<file path="src/design/modular_exponentiation_core_assert.svh">
// ----------------------------------------------------------------------------
// modular_exponentiation_core_assert.svh
// assertion macros shared by the modular exponentiation core modules
// ----------------------------------------------------------------------------
`ifndef MODULAR_EXPONENTIATION_CORE_ASSERT_SVH
`define MODULAR_EXPONENTIATION_CORE_ASSERT_SVH

`ifndef SYNTHESIS

// same-cycle implication, disabled during reset
`define MEXP_ASSERT_IMP(label, clk, rst_n, ante, cons) \
    label: assert property (@(posedge clk) disable iff (!rst_n) (ante) |-> (cons)) \
        else $error("assertion failed");

// next-cycle implication, disabled during reset
`define MEXP_ASSERT_NXT(label, clk, rst_n, ante, cons) \
    label: assert property (@(posedge clk) disable iff (!rst_n) (ante) |=> (cons)) \
        else $error("assertion failed");

`else

`define MEXP_ASSERT_IMP(label, clk, rst_n, ante, cons)
`define MEXP_ASSERT_NXT(label, clk, rst_n, ante, cons)

`endif

`endif

</file>
<file path="src/design/mexp_pkg.sv">
// ----------------------------------------------------------------------------
// mexp_pkg
// types and constants shared by the modular exponentiation core
// ----------------------------------------------------------------------------
package mexp_pkg;

    // operand width scanned by the multiply unit (base width)
    localparam int OP_W  = 32;
    // counter width, holds OP_W itself
    localparam int CNT_W = 6;
    // result and configuration width
    localparam int OUT_W = 31;

    // modulus after reset
    localparam logic [OUT_W-1:0] MODULUS_RESET = 31'd1000000007;

    // controller states
    typedef enum logic [2:0] {
        ST_IDLE,
        ST_REDUCE,
        ST_CHECK,
        ST_MUL,
        ST_FINISH
    } mexp_state_t;

    // commands from controller to datapath
    typedef struct packed {
        logic load_item;
        logic start_reduce;
        logic take_reduce;
        logic start_step;
        logic take_step;
        logic load_out;
    } mexp_cmd_t;

    // status from datapath to controller
    typedef struct packed {
        logic mod_small;
        logic units_idle;
        logic base_zero;
        logic exp_zero;
    } mexp_status_t;

endpackage

</file>
<file path="src/design/mexp_mulmod.sv">
// ----------------------------------------------------------------------------
// mexp_mulmod
// bit-serial interleaved modular multiplier: r = a * x mod m, one bit of x
// per cycle, msb first; requires a < m
// ----------------------------------------------------------------------------
`include "modular_exponentiation_core_assert.svh"

module mexp_mulmod #(
    parameter int MOD_BITS = 31
) (
    input  logic                         clk,
    input  logic                         rst_n,
    input  logic                         start,
    input  logic [MOD_BITS-1:0]          a_in,
    input  logic [mexp_pkg::OP_W-1:0]    x_in,
    input  logic [mexp_pkg::CNT_W-1:0]   len_in,
    input  logic [MOD_BITS-1:0]          m_in,
    output logic                         busy,
    output logic [MOD_BITS-1:0]          r
);
    import mexp_pkg::*;

    logic [MOD_BITS-1:0] r_reg, r_next;
    logic [MOD_BITS-1:0] a_reg;
    logic [MOD_BITS-1:0] m_reg;
    logic [OP_W-1:0]     x_reg, x_next;
    logic [CNT_W-1:0]    cnt_reg, cnt_next;

    logic [MOD_BITS:0] dbl;
    logic [MOD_BITS:0] dbl_red;
    logic [MOD_BITS:0] sum;
    logic [MOD_BITS:0] m_ext;

    assign m_ext = {1'b0, m_reg};

    // one step: double, reduce, add a if bit set, reduce
    always_comb
    begin
        dbl     = {r_reg, 1'b0};
        dbl_red = (dbl >= m_ext) ? (dbl - m_ext) : dbl;
        sum     = dbl_red + (x_reg[OP_W-1] ? {1'b0, a_reg} : {(MOD_BITS+1){1'b0}});
        r_next  = (sum >= m_ext) ? MOD_BITS'(sum - m_ext) : MOD_BITS'(sum);
        x_next  = {x_reg[OP_W-2:0], 1'b0};
        cnt_next = cnt_reg - CNT_W'(1);
    end

    // iteration counter
    always_ff @(posedge clk or negedge rst_n)
    begin
        if (!rst_n)
        begin
            cnt_reg <= '0;
        end
        else if (start)
        begin
            cnt_reg <= len_in;
        end
        else if (busy)
        begin
            cnt_reg <= cnt_next;
        end
    end

    // operand and partial result registers
    always_ff @(posedge clk)
    begin
        if (start)
        begin
            r_reg <= '0;
            a_reg <= a_in;
            m_reg <= m_in;
            x_reg <= x_in;
        end
        else if (busy)
        begin
            r_reg <= r_next;
            x_reg <= x_next;
        end
    end

    assign busy = (cnt_reg != '0);
    assign r    = r_reg;

    // assertions
    `MEXP_ASSERT_NXT(a_start_busy, clk, rst_n, start && (len_in != '0), busy)
    `MEXP_ASSERT_IMP(a_result_reduced, clk, rst_n, $fell(busy), r_reg < m_reg)

endmodule

</file>
<file path="src/design/mexp_datapath.sv">
// ----------------------------------------------------------------------------
// mexp_datapath
// modulus register, running base, accumulator, exponent shifter, two
// serial modular multipliers (multiply and square) and result register
// ----------------------------------------------------------------------------
module mexp_datapath #(
    parameter int EXP_BITS = 32,
    parameter int MOD_BITS = 31
) (
    input  logic                          clk,
    input  logic                          rst_n,
    input  mexp_pkg::mexp_cmd_t           cmd,
    output mexp_pkg::mexp_status_t        status,
    input  logic                          cfg_wr_en,
    input  logic [mexp_pkg::OUT_W-1:0]    cfg_wr_data,
    input  logic [mexp_pkg::OP_W-1:0]     base_value,
    input  logic [31:0]                   exponent_value,
    output logic [mexp_pkg::OUT_W-1:0]    power_result
);
    import mexp_pkg::*;

    localparam int PAD_W = OP_W - MOD_BITS;

    logic [MOD_BITS-1:0] modulus_reg;
    logic [MOD_BITS-1:0] acc_reg;
    logic [MOD_BITS-1:0] b_reg;
    logic [EXP_BITS-1:0] exp_reg;
    logic [OUT_W-1:0]    result_reg;

    logic [MOD_BITS-1:0] mul_a, sq_a;
    logic [OP_W-1:0]     mul_x, sq_x;
    logic [CNT_W-1:0]    mul_len, sq_len;
    logic                mul_start;
    logic                mul_busy, sq_busy;
    logic [MOD_BITS-1:0] mul_r, sq_r;

    // modulus configuration register
    always_ff @(posedge clk or negedge rst_n)
    begin
        if (!rst_n)
        begin
            modulus_reg <= MODULUS_RESET[MOD_BITS-1:0];
        end
        else if (cfg_wr_en)
        begin
            modulus_reg <= cfg_wr_data[MOD_BITS-1:0];
        end
    end

    // multiplier operands: base reduction shares the multiply unit
    always_comb
    begin
        if (cmd.start_reduce)
        begin
            mul_a   = MOD_BITS'(1);
            mul_x   = base_value;
            mul_len = CNT_W'(OP_W);
        end
        else
        begin
            mul_a   = acc_reg;
            mul_x   = {b_reg, {PAD_W{1'b0}}};
            mul_len = CNT_W'(MOD_BITS);
        end
        sq_a   = b_reg;
        sq_x   = {b_reg, {PAD_W{1'b0}}};
        sq_len = CNT_W'(MOD_BITS);
    end

    assign mul_start = cmd.start_reduce | cmd.start_step;

    mexp_mulmod #(
        .MOD_BITS (MOD_BITS)
    ) u_mul (
        .clk    (clk),
        .rst_n  (rst_n),
        .start  (mul_start),
        .a_in   (mul_a),
        .x_in   (mul_x),
        .len_in (mul_len),
        .m_in   (modulus_reg),
        .busy   (mul_busy),
        .r      (mul_r)
    );

    mexp_mulmod #(
        .MOD_BITS (MOD_BITS)
    ) u_sq (
        .clk    (clk),
        .rst_n  (rst_n),
        .start  (cmd.start_step),
        .a_in   (sq_a),
        .x_in   (sq_x),
        .len_in (sq_len),
        .m_in   (modulus_reg),
        .busy   (sq_busy),
        .r      (sq_r)
    );

    // accumulator, running base and exponent
    always_ff @(posedge clk)
    begin
        if (cmd.load_item)
        begin
            acc_reg <= '0;
            exp_reg <= EXP_BITS'(exponent_value);
        end
        else if (cmd.take_reduce)
        begin
            acc_reg <= (mul_r == '0) ? '0 : MOD_BITS'(1);
            b_reg   <= mul_r;
        end
        else if (cmd.take_step)
        begin
            if (exp_reg[0])
            begin
                acc_reg <= mul_r;
            end
            b_reg   <= sq_r;
            exp_reg <= exp_reg >> 1;
        end
    end

    // result register
    always_ff @(posedge clk)
    begin
        if (cmd.load_out)
        begin
            result_reg <= OUT_W'(acc_reg);
        end
    end

    assign power_result = result_reg;

    // status to controller
    always_comb
    begin
        status.mod_small  = (modulus_reg <= MOD_BITS'(1));
        status.units_idle = !mul_busy && !sq_busy;
        status.base_zero  = (mul_r == '0);
        status.exp_zero   = (exp_reg == '0);
    end

endmodule

</file>
<file path="src/design/mexp_ctrl.sv">
// ----------------------------------------------------------------------------
// mexp_ctrl
// sequencer for reduction, per-bit square and multiply steps and the
// output request register
// ----------------------------------------------------------------------------
`include "modular_exponentiation_core_assert.svh"

module mexp_ctrl (
    input  logic                     clk,
    input  logic                     rst_n,
    input  logic                     in_valid,
    output logic                     in_stall,
    output logic                     out_valid,
    input  logic                     out_stall,
    output mexp_pkg::mexp_cmd_t      cmd,
    input  mexp_pkg::mexp_status_t   status
);
    import mexp_pkg::*;

    mexp_state_t state_reg, state_next;
    logic        out_valid_reg, out_valid_next;
    logic        out_free;

    assign out_free = !out_valid_reg || !out_stall;

    // state register and output request flag
    always_ff @(posedge clk or negedge rst_n)
    begin
        if (!rst_n)
        begin
            state_reg     <= ST_IDLE;
            out_valid_reg <= 1'b0;
        end
        else
        begin
            state_reg     <= state_next;
            out_valid_reg <= out_valid_next;
        end
    end

    // next state
    always_comb
    begin
        state_next = state_reg;
        case (state_reg)
            ST_IDLE:
            begin
                if (in_valid)
                begin
                    state_next = status.mod_small ? ST_FINISH : ST_REDUCE;
                end
            end
            ST_REDUCE:
            begin
                if (status.units_idle)
                begin
                    state_next = status.base_zero ? ST_FINISH : ST_CHECK;
                end
            end
            ST_CHECK:
            begin
                state_next = status.exp_zero ? ST_FINISH : ST_MUL;
            end
            ST_MUL:
            begin
                if (status.units_idle)
                begin
                    state_next = ST_CHECK;
                end
            end
            ST_FINISH:
            begin
                if (out_free)
                begin
                    state_next = ST_IDLE;
                end
            end
            default:
            begin
                state_next = ST_IDLE;
            end
        endcase
    end

    // commands and handshake outputs
    always_comb
    begin
        cmd            = '0;
        out_valid_next = out_valid_reg && out_stall;
        case (state_reg)
            ST_IDLE:
            begin
                cmd.load_item    = in_valid;
                cmd.start_reduce = in_valid && !status.mod_small;
            end
            ST_REDUCE:
            begin
                cmd.take_reduce = status.units_idle;
            end
            ST_CHECK:
            begin
                cmd.start_step = !status.exp_zero;
            end
            ST_MUL:
            begin
                cmd.take_step = status.units_idle;
            end
            ST_FINISH:
            begin
                cmd.load_out = out_free;
                if (out_free)
                begin
                    out_valid_next = 1'b1;
                end
            end
            default:
            begin
                cmd = '0;
            end
        endcase
    end

    assign in_stall  = (state_reg != ST_IDLE);
    assign out_valid = out_valid_reg;

    // assertions
    `MEXP_ASSERT_NXT(a_small_mod_finish, clk, rst_n, in_valid && !in_stall && status.mod_small, state_reg == ST_FINISH)
    `MEXP_ASSERT_NXT(a_finish_holds, clk, rst_n, (state_reg == ST_FINISH) && out_valid_reg && out_stall, (state_reg == ST_FINISH) && out_valid_reg)

endmodule

</file>
<file path="src/design/modular_exponentiation_core.sv">
// ----------------------------------------------------------------------------
// modular_exponentiation_core
// base ** exponent mod modulus by right-to-left square and multiply
// ----------------------------------------------------------------------------
//  channel  | handshake              | payload
//  ---------+------------------------+-------------------------------
//  in       | in_valid / in_stall    | base_value, exponent_value
//  out      | out_valid / out_stall  | power_result
//  cfg      | cfg_wr_en              | cfg_wr_data (modulus)
//
//  one request at a time; base reduction runs in the shared serial
//  multiplier, then each exponent bit up to the highest set one takes a
//  step in which multiply and square run side by side, and a last
//  exponent check and the result load close the request
//  modulus of zero or one, and a base that reduces to zero, finish early
//  reset loads the modulus 1000000007; no clearing pass
//  a finished result waits in the output register while out_stall is high;
//  the next request is taken once the result is registered
// ----------------------------------------------------------------------------
module modular_exponentiation_core #(
    parameter int EXP_BITS = 32,
    parameter int MOD_BITS = 31
) (
    input  logic                          clk,
    input  logic                          rst_n,
    input  logic                          cfg_wr_en,
    input  logic [mexp_pkg::OUT_W-1:0]    cfg_wr_data,
    input  logic                          in_valid,
    output logic                          in_stall,
    input  logic [mexp_pkg::OP_W-1:0]     base_value,
    input  logic [31:0]                   exponent_value,
    output logic                          out_valid,
    input  logic                          out_stall,
    output logic [mexp_pkg::OUT_W-1:0]    power_result
);
    import mexp_pkg::*;

    mexp_cmd_t    cmd;
    mexp_status_t status;

    // sequencer
    mexp_ctrl u_ctrl (
        .clk       (clk),
        .rst_n     (rst_n),
        .in_valid  (in_valid),
        .in_stall  (in_stall),
        .out_valid (out_valid),
        .out_stall (out_stall),
        .cmd       (cmd),
        .status    (status)
    );

    // arithmetic and storage
    mexp_datapath #(
        .EXP_BITS (EXP_BITS),
        .MOD_BITS (MOD_BITS)
    ) u_datapath (
        .clk            (clk),
        .rst_n          (rst_n),
        .cmd            (cmd),
        .status         (status),
        .cfg_wr_en      (cfg_wr_en),
        .cfg_wr_data    (cfg_wr_data),
        .base_value     (base_value),
        .exponent_value (exponent_value),
        .power_result   (power_result)
    );

endmodule

</file>
<file path="config.mk">
export PLATFORM = sky130hd
export DESIGN_NAME = modular_exponentiation_core
export DESIGN_NICKNAME = d
export VERILOG_FILES = /design/src/design/mexp_pkg.sv /design/src/design/mexp_mulmod.sv /design/src/design/mexp_datapath.sv /design/src/design/mexp_ctrl.sv /design/src/design/modular_exponentiation_core.sv
export VERILOG_INCLUDE_DIRS = /design/src /design/src/design
export SDC_FILE = /design/constraint.sdc
export NUM_CORES = 1
export LEC_CHECK = 0
export BUFFER_PORTS_ARGS = -buffer_cell sky130_fd_sc_hd__buf_2
export CAP_MARGIN = 5
export CORE_ASPECT_RATIO = 1.2
export CORE_MARGIN = 2
export CORE_UTILIZATION = 35
export DETAILED_ROUTE_END_ITERATION = 10
export PLACE_DENSITY = 0.58
export SKIP_CTS_REPAIR_TIMING = 1
export SKIP_LAST_GASP = 1
export SLEW_MARGIN = 10
export SYNTH_ARGS = -nofsm -noshare
export SYNTH_HDL_FRONTEND = slang
export SYNTH_SLANG_ARGS = --single-unit
</file>
<file path="constraint.sdc">
create_clock -name clk -period 23.1 [get_ports clk]
set_clock_uncertainty 0.2 [all_clocks]
set_input_delay 2.31 -clock clk [delete_from_list [all_inputs] [get_ports clk]]
set_output_delay 2.31 -clock clk [all_outputs]
set_load 0.005 [all_outputs]
</file>
# Yosys cells after proc, flatten, opt, wreduce, memory -nomap -nowiden
# Index checks and enable logic that the tools add are counted.
dict set report totals {
  out_inout_bits 33
  input_bits 100
  ff_bits 421
}
dict set report op_classes {
  n_eq_ne 9
  reduce_logical 25
  addsub 8
  muxes 40
  order_cmp 5
  bitwise_logic 2
}
# cell n
set op_table {}
lappend op_table {{two-way mux 32 bit} 10}
lappend op_table {{two-way mux 31 bit} 9}
lappend op_table {{>= comparator 32 x 31 -> 1 bit} 4}
lappend op_table {{adder 32 x 31 -> 32 bit} 2}
lappend op_table {{subtractor 32 x 31 -> 32 bit} 2}
lappend op_table {{subtractor 31 bit} 2}
lappend op_table {{logical NOT 32 bit} 1}
lappend op_table {{<= comparator 31 x 1 -> 1 bit, second input constant} 1}
lappend op_table {{logical NOT 31 bit} 1}
lappend op_table {{two-way mux 6 bit} 5}
lappend op_table {{two-way mux 3 bit} 7}
lappend op_table {{one-hot mux 3 bit (5 select lines)} 1}
lappend op_table {{nonzero test 6 bit} 2}
lappend op_table {{subtractor 6 x 1 -> 6 bit, second input constant} 2}
lappend op_table {{nonzero test 2 bit} 5}
lappend op_table {{!= test 2 x 1 -> 1 bit, second input constant} 4}
lappend op_table {{two-way mux 1 bit} 7}
lappend op_table {{== test 3 x 2 -> 1 bit, second input constant} 2}
lappend op_table {{logical NOT 1 bit} 6}
lappend op_table {{AND reduction 2 bit} 3}
lappend op_table {{AND reduction 4 bit} 1}
lappend op_table {{== test 3 x 1 -> 1 bit, second input constant} 1}
lappend op_table {{== test 3 bit, second input constant} 1}
lappend op_table {{logical AND 1 bit} 3}
lappend op_table {{7 further kinds} 7}

# Logic depth before layout (Yosys ltp)
dict set report logic_depth {
  depth_word 7
  depth_mapped 39
}

# Hierarchy
# From an unflattened synthesis, not the netlist that was laid out.
dict set report unflattened {
  hier_cells 2774
  hier_area_um2 27780.4
}
# mod area_each_um2 instances seq_area_each_um2 cells_per_inst
set modules_own_cells {}
lappend modules_own_cells {{mexp_mulmod (u_datapath.u_sq)} 10533.9 1 3593.4 1147}
lappend modules_own_cells {{mexp_mulmod (u_datapath.u_mul)} 10317.4 1 3593.4 1114}
lappend modules_own_cells {mexp_datapath 6650.1 1 4239.1 482}
lappend modules_own_cells {mexp_ctrl 279.0 1 100.1 31}

# Worst setup path after synthesis
# OpenSTA, ideal clock, no wires.
dict set report synth_timing {
  kind {register to register}
  startpoint {register u_datapath.u_mul.m_reg[0]}
  endpoint {register u_datapath.u_mul.r_reg[24], in the netlist u_datapath.u_mul.r[24]}
  arrival_time_ps 7526
  synth_period_minus_slack_ps 7859
  path_stages_with_launch 39
  required_time_ps 22768
  setup_slack_ps 15241
  cell_sequence {edfxtp_1 -> inv_1 -> fa_1 -> nand3_1 -> a21oi_1 -> o311ai_0 -> a21boi_0 -> o31a_1 -> o22ai_1 -> clkbuf_1 -> clkbuf_1 -> nor2_1 -> ha_1 -> inv_1 -> fa_1 -> nand2b_1 -> a211oi_1 -> o41a_1 -> [3 not listed] -> a21o_1 -> a21oi_1 -> xor2_1 -> inv_1 -> ha_1 -> a21oi_1 -> nor2_1 -> a211oi_1 -> nand2_1 -> o2bb2ai_2 -> o31ai_1 -> a311o_1 -> a31o_2 -> or2_1 -> buf_2 -> buf_1 -> o21ai_0 -> a21oi_1}
}
dict set report synth_between {
  elab_chain_len 5
}
# item line
set synth_lines {}
lappend synth_lines {{start: declaration} mexp_mulmod.sv:25} ;# logic [MOD_BITS-1:0] m_reg;
lappend synth_lines {{start signal: assignment} mexp_mulmod.sv:71} ;# m_reg <= m_in;
lappend synth_lines {{subtractor 32 x 31 -> 32 bit / >= comparator 32 x 31 -> 1 bit (equally long branches)} mexp_mulmod.sv:40} ;# dbl_red = (dbl >= m_ext) ? (dbl - m_ext) : dbl;
lappend synth_lines {{two-way mux 32 bit} mexp_mulmod.sv:40}
lappend synth_lines {{adder 32 x 31 -> 32 bit} mexp_mulmod.sv:41} ;# sum = dbl_red + (x_reg[OP_W-1] ? {1'b0, a_reg} : {(MOD_BITS+1){1'b0}});
lappend synth_lines {{subtractor 31 bit / >= comparator 32 x 31 -> 1 bit (equally long branches)} mexp_mulmod.sv:42} ;# r_next = (sum >= m_ext) ? MOD_BITS'(sum - m_ext) : MOD_BITS'(sum);
lappend synth_lines {{two-way mux 31 bit (*)} mexp_mulmod.sv:42}
lappend synth_lines {{end signal: assignment} mexp_mulmod.sv:76} ;# r_reg <= r_next;
lappend synth_lines {{end: declaration} mexp_mulmod.sv:23} ;# logic [MOD_BITS-1:0] r_reg, r_next;
# Mark *: on every way between the ends. The rest lies on a longest branch, timed or not.
# A chain may end at the register's enable or synchronous reset.

# Final worst setup path
dict set report layout_timing {
  startpoint {register u_datapath.u_mul.r_reg[2], in the netlist u_datapath.u_mul.r[2]}
  endpoint {register u_datapath.u_mul.r_reg[3], in the netlist u_datapath.u_mul.r[3]}
}
dict set report layout_between {
  elab_chain_len 5
}
# item line
set layout_lines {}
lappend layout_lines {{subtractor 32 x 31 -> 32 bit / >= comparator 32 x 31 -> 1 bit (equally long branches)} mexp_mulmod.sv:40}
lappend layout_lines {{two-way mux 32 bit (*)} mexp_mulmod.sv:40}
lappend layout_lines {{adder 32 x 31 -> 32 bit (*)} mexp_mulmod.sv:41}
lappend layout_lines {{subtractor 31 bit / >= comparator 32 x 31 -> 1 bit (equally long branches)} mexp_mulmod.sv:42}
lappend layout_lines {{two-way mux 31 bit (*)} mexp_mulmod.sv:42}
# Marked as above.

==> summary.txt <==
Outcome
  • Status: finished clean

Synthesis
  • Largest area contributor in the synthesized netlist: edfxtp_1
  • Ys Warns: 0
  • Mapped Cells: between 2000 and 3000
  • Commonest cells in the netlist: nand2_1 (319), edfxtp_1 (281), a21oi_1 (230)
  • Mapped Nets: a little under 3000
  • Main synth FF type: edfxtp_1
  • Async SR Flop Fraction: 0.112
  • Post-Syn Area per Cell: 9.75 um2
  • Post-synthesis sequential area ratio: 0.439
  • FF+latch count, synth: 421
  • EDFF count, synth: 281
  • Post-Synthesis Cell Area: 26200 um2
  • Main area contributors after synthesis: edfxtp_1 (32%), ha_1 (9.0%), dfxtp_1 (7.1%)
  • Top cell type's share of synthesized area: 0.323
  • Synth unique cells: 76
  • Most common cell in the netlist: nand2_1

GRT
  • Layer with the highest usage: met2
  • Global route overflow: 0
  • Met3 Usage GRT: 0.0225
  • First-pass GRT wire length: around 120000 um
  • Antenna violations before repair: 1
  • Met1 Usage GRT: 0.253
  • Vias in the first global route: 20200
  • Total track usage: 0.201
  • Largest net degree at the start of global routing: 70
  • Met2 GRT Util: 0.353

Routing
  • Vias: 20200
  • Drt drc: 0
  • DRT Pass-1 Iters: 5
  • Vias per cell: 5.28
  • DR WL/cell: 20.3 um
  • Antenna Nets Post-Route: 0
  • Initial detailed-routing violation count: 1191
  • Drt total wl: 77700 um

Cells and area
  • Share of post-route cells with drive strength above 1: 0.138
  • Footprint of the multi-input gates: 13900 um2
  • Net count, final: 3085
  • Filler cell count: 7338
  • Storage element area: between 10000 and 15000 um2
  • Post-Layout Inst Area: 29400 um2
  • Ant. Diodes: 0
  • Area Overhead vs Synth: 12.4%

Worst hold path
  • Hold endpoint: u_datapath.u_sq.a_reg[21]
  • Worst min path class: register to register
  • Hold path depth: 0
  • Critical hold path startpoint: u_datapath.b_reg[21]

Timing
  • Hold Vio Cnt, Final: 0
  • Least-Margin Pin Slew: 1.17 ns
  • Final worst slack: 13.53 ns
  • Max Clk Rate: 105 MHz
  • RSZ-0062 raised after global routing: no
  • Final Max Slew Viols: 0
  • Setup TNS: 0 ns
  • Crit share post-route: 0.414
  • Min Clock Period, post-route: between 9 and 10 ns
  • Relative slew slack: 0.217
  • Setup-failing EPs final: 0
  • Worst hold margin: 0.254 ns

Pwr
  • Maximum VDD drop: ~0.000046 V
  • Pwr/cell area: 53.3 nW/um2
  • Static leakage power: between 10 and 15 nW

Floorplanning
  • Initial core utilization: 0.355
  • Die Span Y: 303 um
  • Number of core rows: 109
  • Core area: roughly 74000 um2
  • Ports: 133
  • Die area: between 70000 and 80000 um2
  • Die width: ~250 um

Clocking
  • CTS tree: built
  • CTS root buf: clkbuf_16
  • Worst-path clk slew: 0.06 ns
  • CTS max path bufs: 3
  • CTS buffer count: 44
  • Clock network latency to the later pin of the worst-skew pair: between 0.5 and 0.6 ns
  • H-tree depth: 2
  • CTS sink cnt: 421

Placement
  • Post-place setup slack: approximately 14 ns
  • DP Wirelength: 59800 um
  • Port-buffer cells: 132
  • GP Congestion: 0.961
  • Placed inst area: 27900 um2

Worst setup path
  • Slowest cell on crit path: or2_1
  • CP Capture Type: register
  • Worst reg2reg setup slack: 13.53 ns
  • Crit path arrival time: a little under 10 ns
  • CP max FO: just under 60
  • R2r worst-path depth: 32
  • CP max stage delay: 0.71 ns
  • Critical Path RT: 23.32 ns
  • Startpoint Class: register
  • Reg-to-Reg End: u_datapath.u_mul.r[3]
  • Critical path type: register to register
  • Worst path most repeated cell: a21oi_1
  • Reg2Reg Launch Point: u_datapath.u_mul.r[2]

Flow run
  • Max Cap Viol: 0
worst max-delay path, delay by kind of cell (launching register included):
family                     cells  cell delay [ns]
xor gates and xnor gates       1             0.24
DFF                            1             0.49
buffers and inverters          4             1.05
and+or+nand+nor                3             1.01
AOI/OAI and AO/OA             19             4.79
adders and majority gates      3             0.94
muxes                          2             0.63
worst max-delay path by stage:
stage	startpoint	end	slack, ns
6_report	u_datapath.u_mul.r[2]	u_datapath.u_mul.r[3]	13.53
4_1_cts	u_datapath.u_mul.m_reg[0]	u_datapath.u_mul.r[3]	13.53
2_1_floorplan	u_datapath.u_mul.m_reg[0]	u_datapath.u_mul.r[24]	15.24
3_5_place_dp	u_datapath.u_mul.m_reg[0]	u_datapath.u_mul.r[3]	13.53
3_3_place_gp	u_datapath.u_mul.m_reg[0]	u_datapath.u_mul.r[3]	13.67
5_1_grt	u_datapath.u_mul.m_reg[0]	u_datapath.u_mul.r[3]	12.95
area by class of cell:
| class | instances | share of cell area |
|---|---|---|
| clock buffers | 58 | 0.0420 |
| clock inverters | 24 | 0.00766 |
| inverters | 131 | 0.0168 |
| multi-input cells | 2036 | 0.471 |
| flip-flops and latches | 421 | 0.391 |
| well taps | 999 | 0.0425 |
| repair buffers | 157 | 0.0288 |
cells by family after synthesis:
kind of cell	share of synthesized area
multiplexers	0.0664
adder cells (fa/ha/maj)	0.0945
AO/OA/AOI/OAI	0.165
AND/OR/NAND/NOR	0.146
buffers and inverters	0.0334
flip-flops	0.439
XOR/XNOR	0.0549
where the power goes:
part	internal [mW]	switching (mW)	total, mW
clock network	0.406	0.325	0.731
registers	0.806	0.0116	0.818
logic	0.0111	0.00835	0.0195
per-layer routing:
layer	up-vias	wire, um
li1	9960	-
met1	9746	34100
met2	382	37800
met3	116	2670
met4	2	3020
met5	-	12
stage by stage:
step / instances / total power [mW] / util
2_1_floorplan: 2682 / 0.833 / -
3_3_place_gp: 3744 / 0.854 / 0.379
3_5_place_dp: 3744 / 0.854 / 0.379
4_1_cts: 3826 / 1.59 / 0.399
5_1_grt: 3826 / 1.62 / 0.399
6_report: 3826 / 1.57 / 0.399
cell usage in the layout, fill, tap and decap left out, drive strengths merged, types with 34 or more instances in the layout:
master,Yosys,layout
a21o,83,83
a21oi,231,231
and2,72,72
buf,18,157
clkbuf,76,58
dfxtp,93,93
edfxtp,281,281
ha,188,188
inv,131,138
mux2,109,109
mux2i,51,51
nand2,319,319
nand3,69,69
nand4,34,34
nor2,146,146
nor2b,45,45
nor3,36,36
o21ai,186,186
xnor2,115,115
xor2,49,49
No activity file was read; power rests on OpenSTA's default activity.
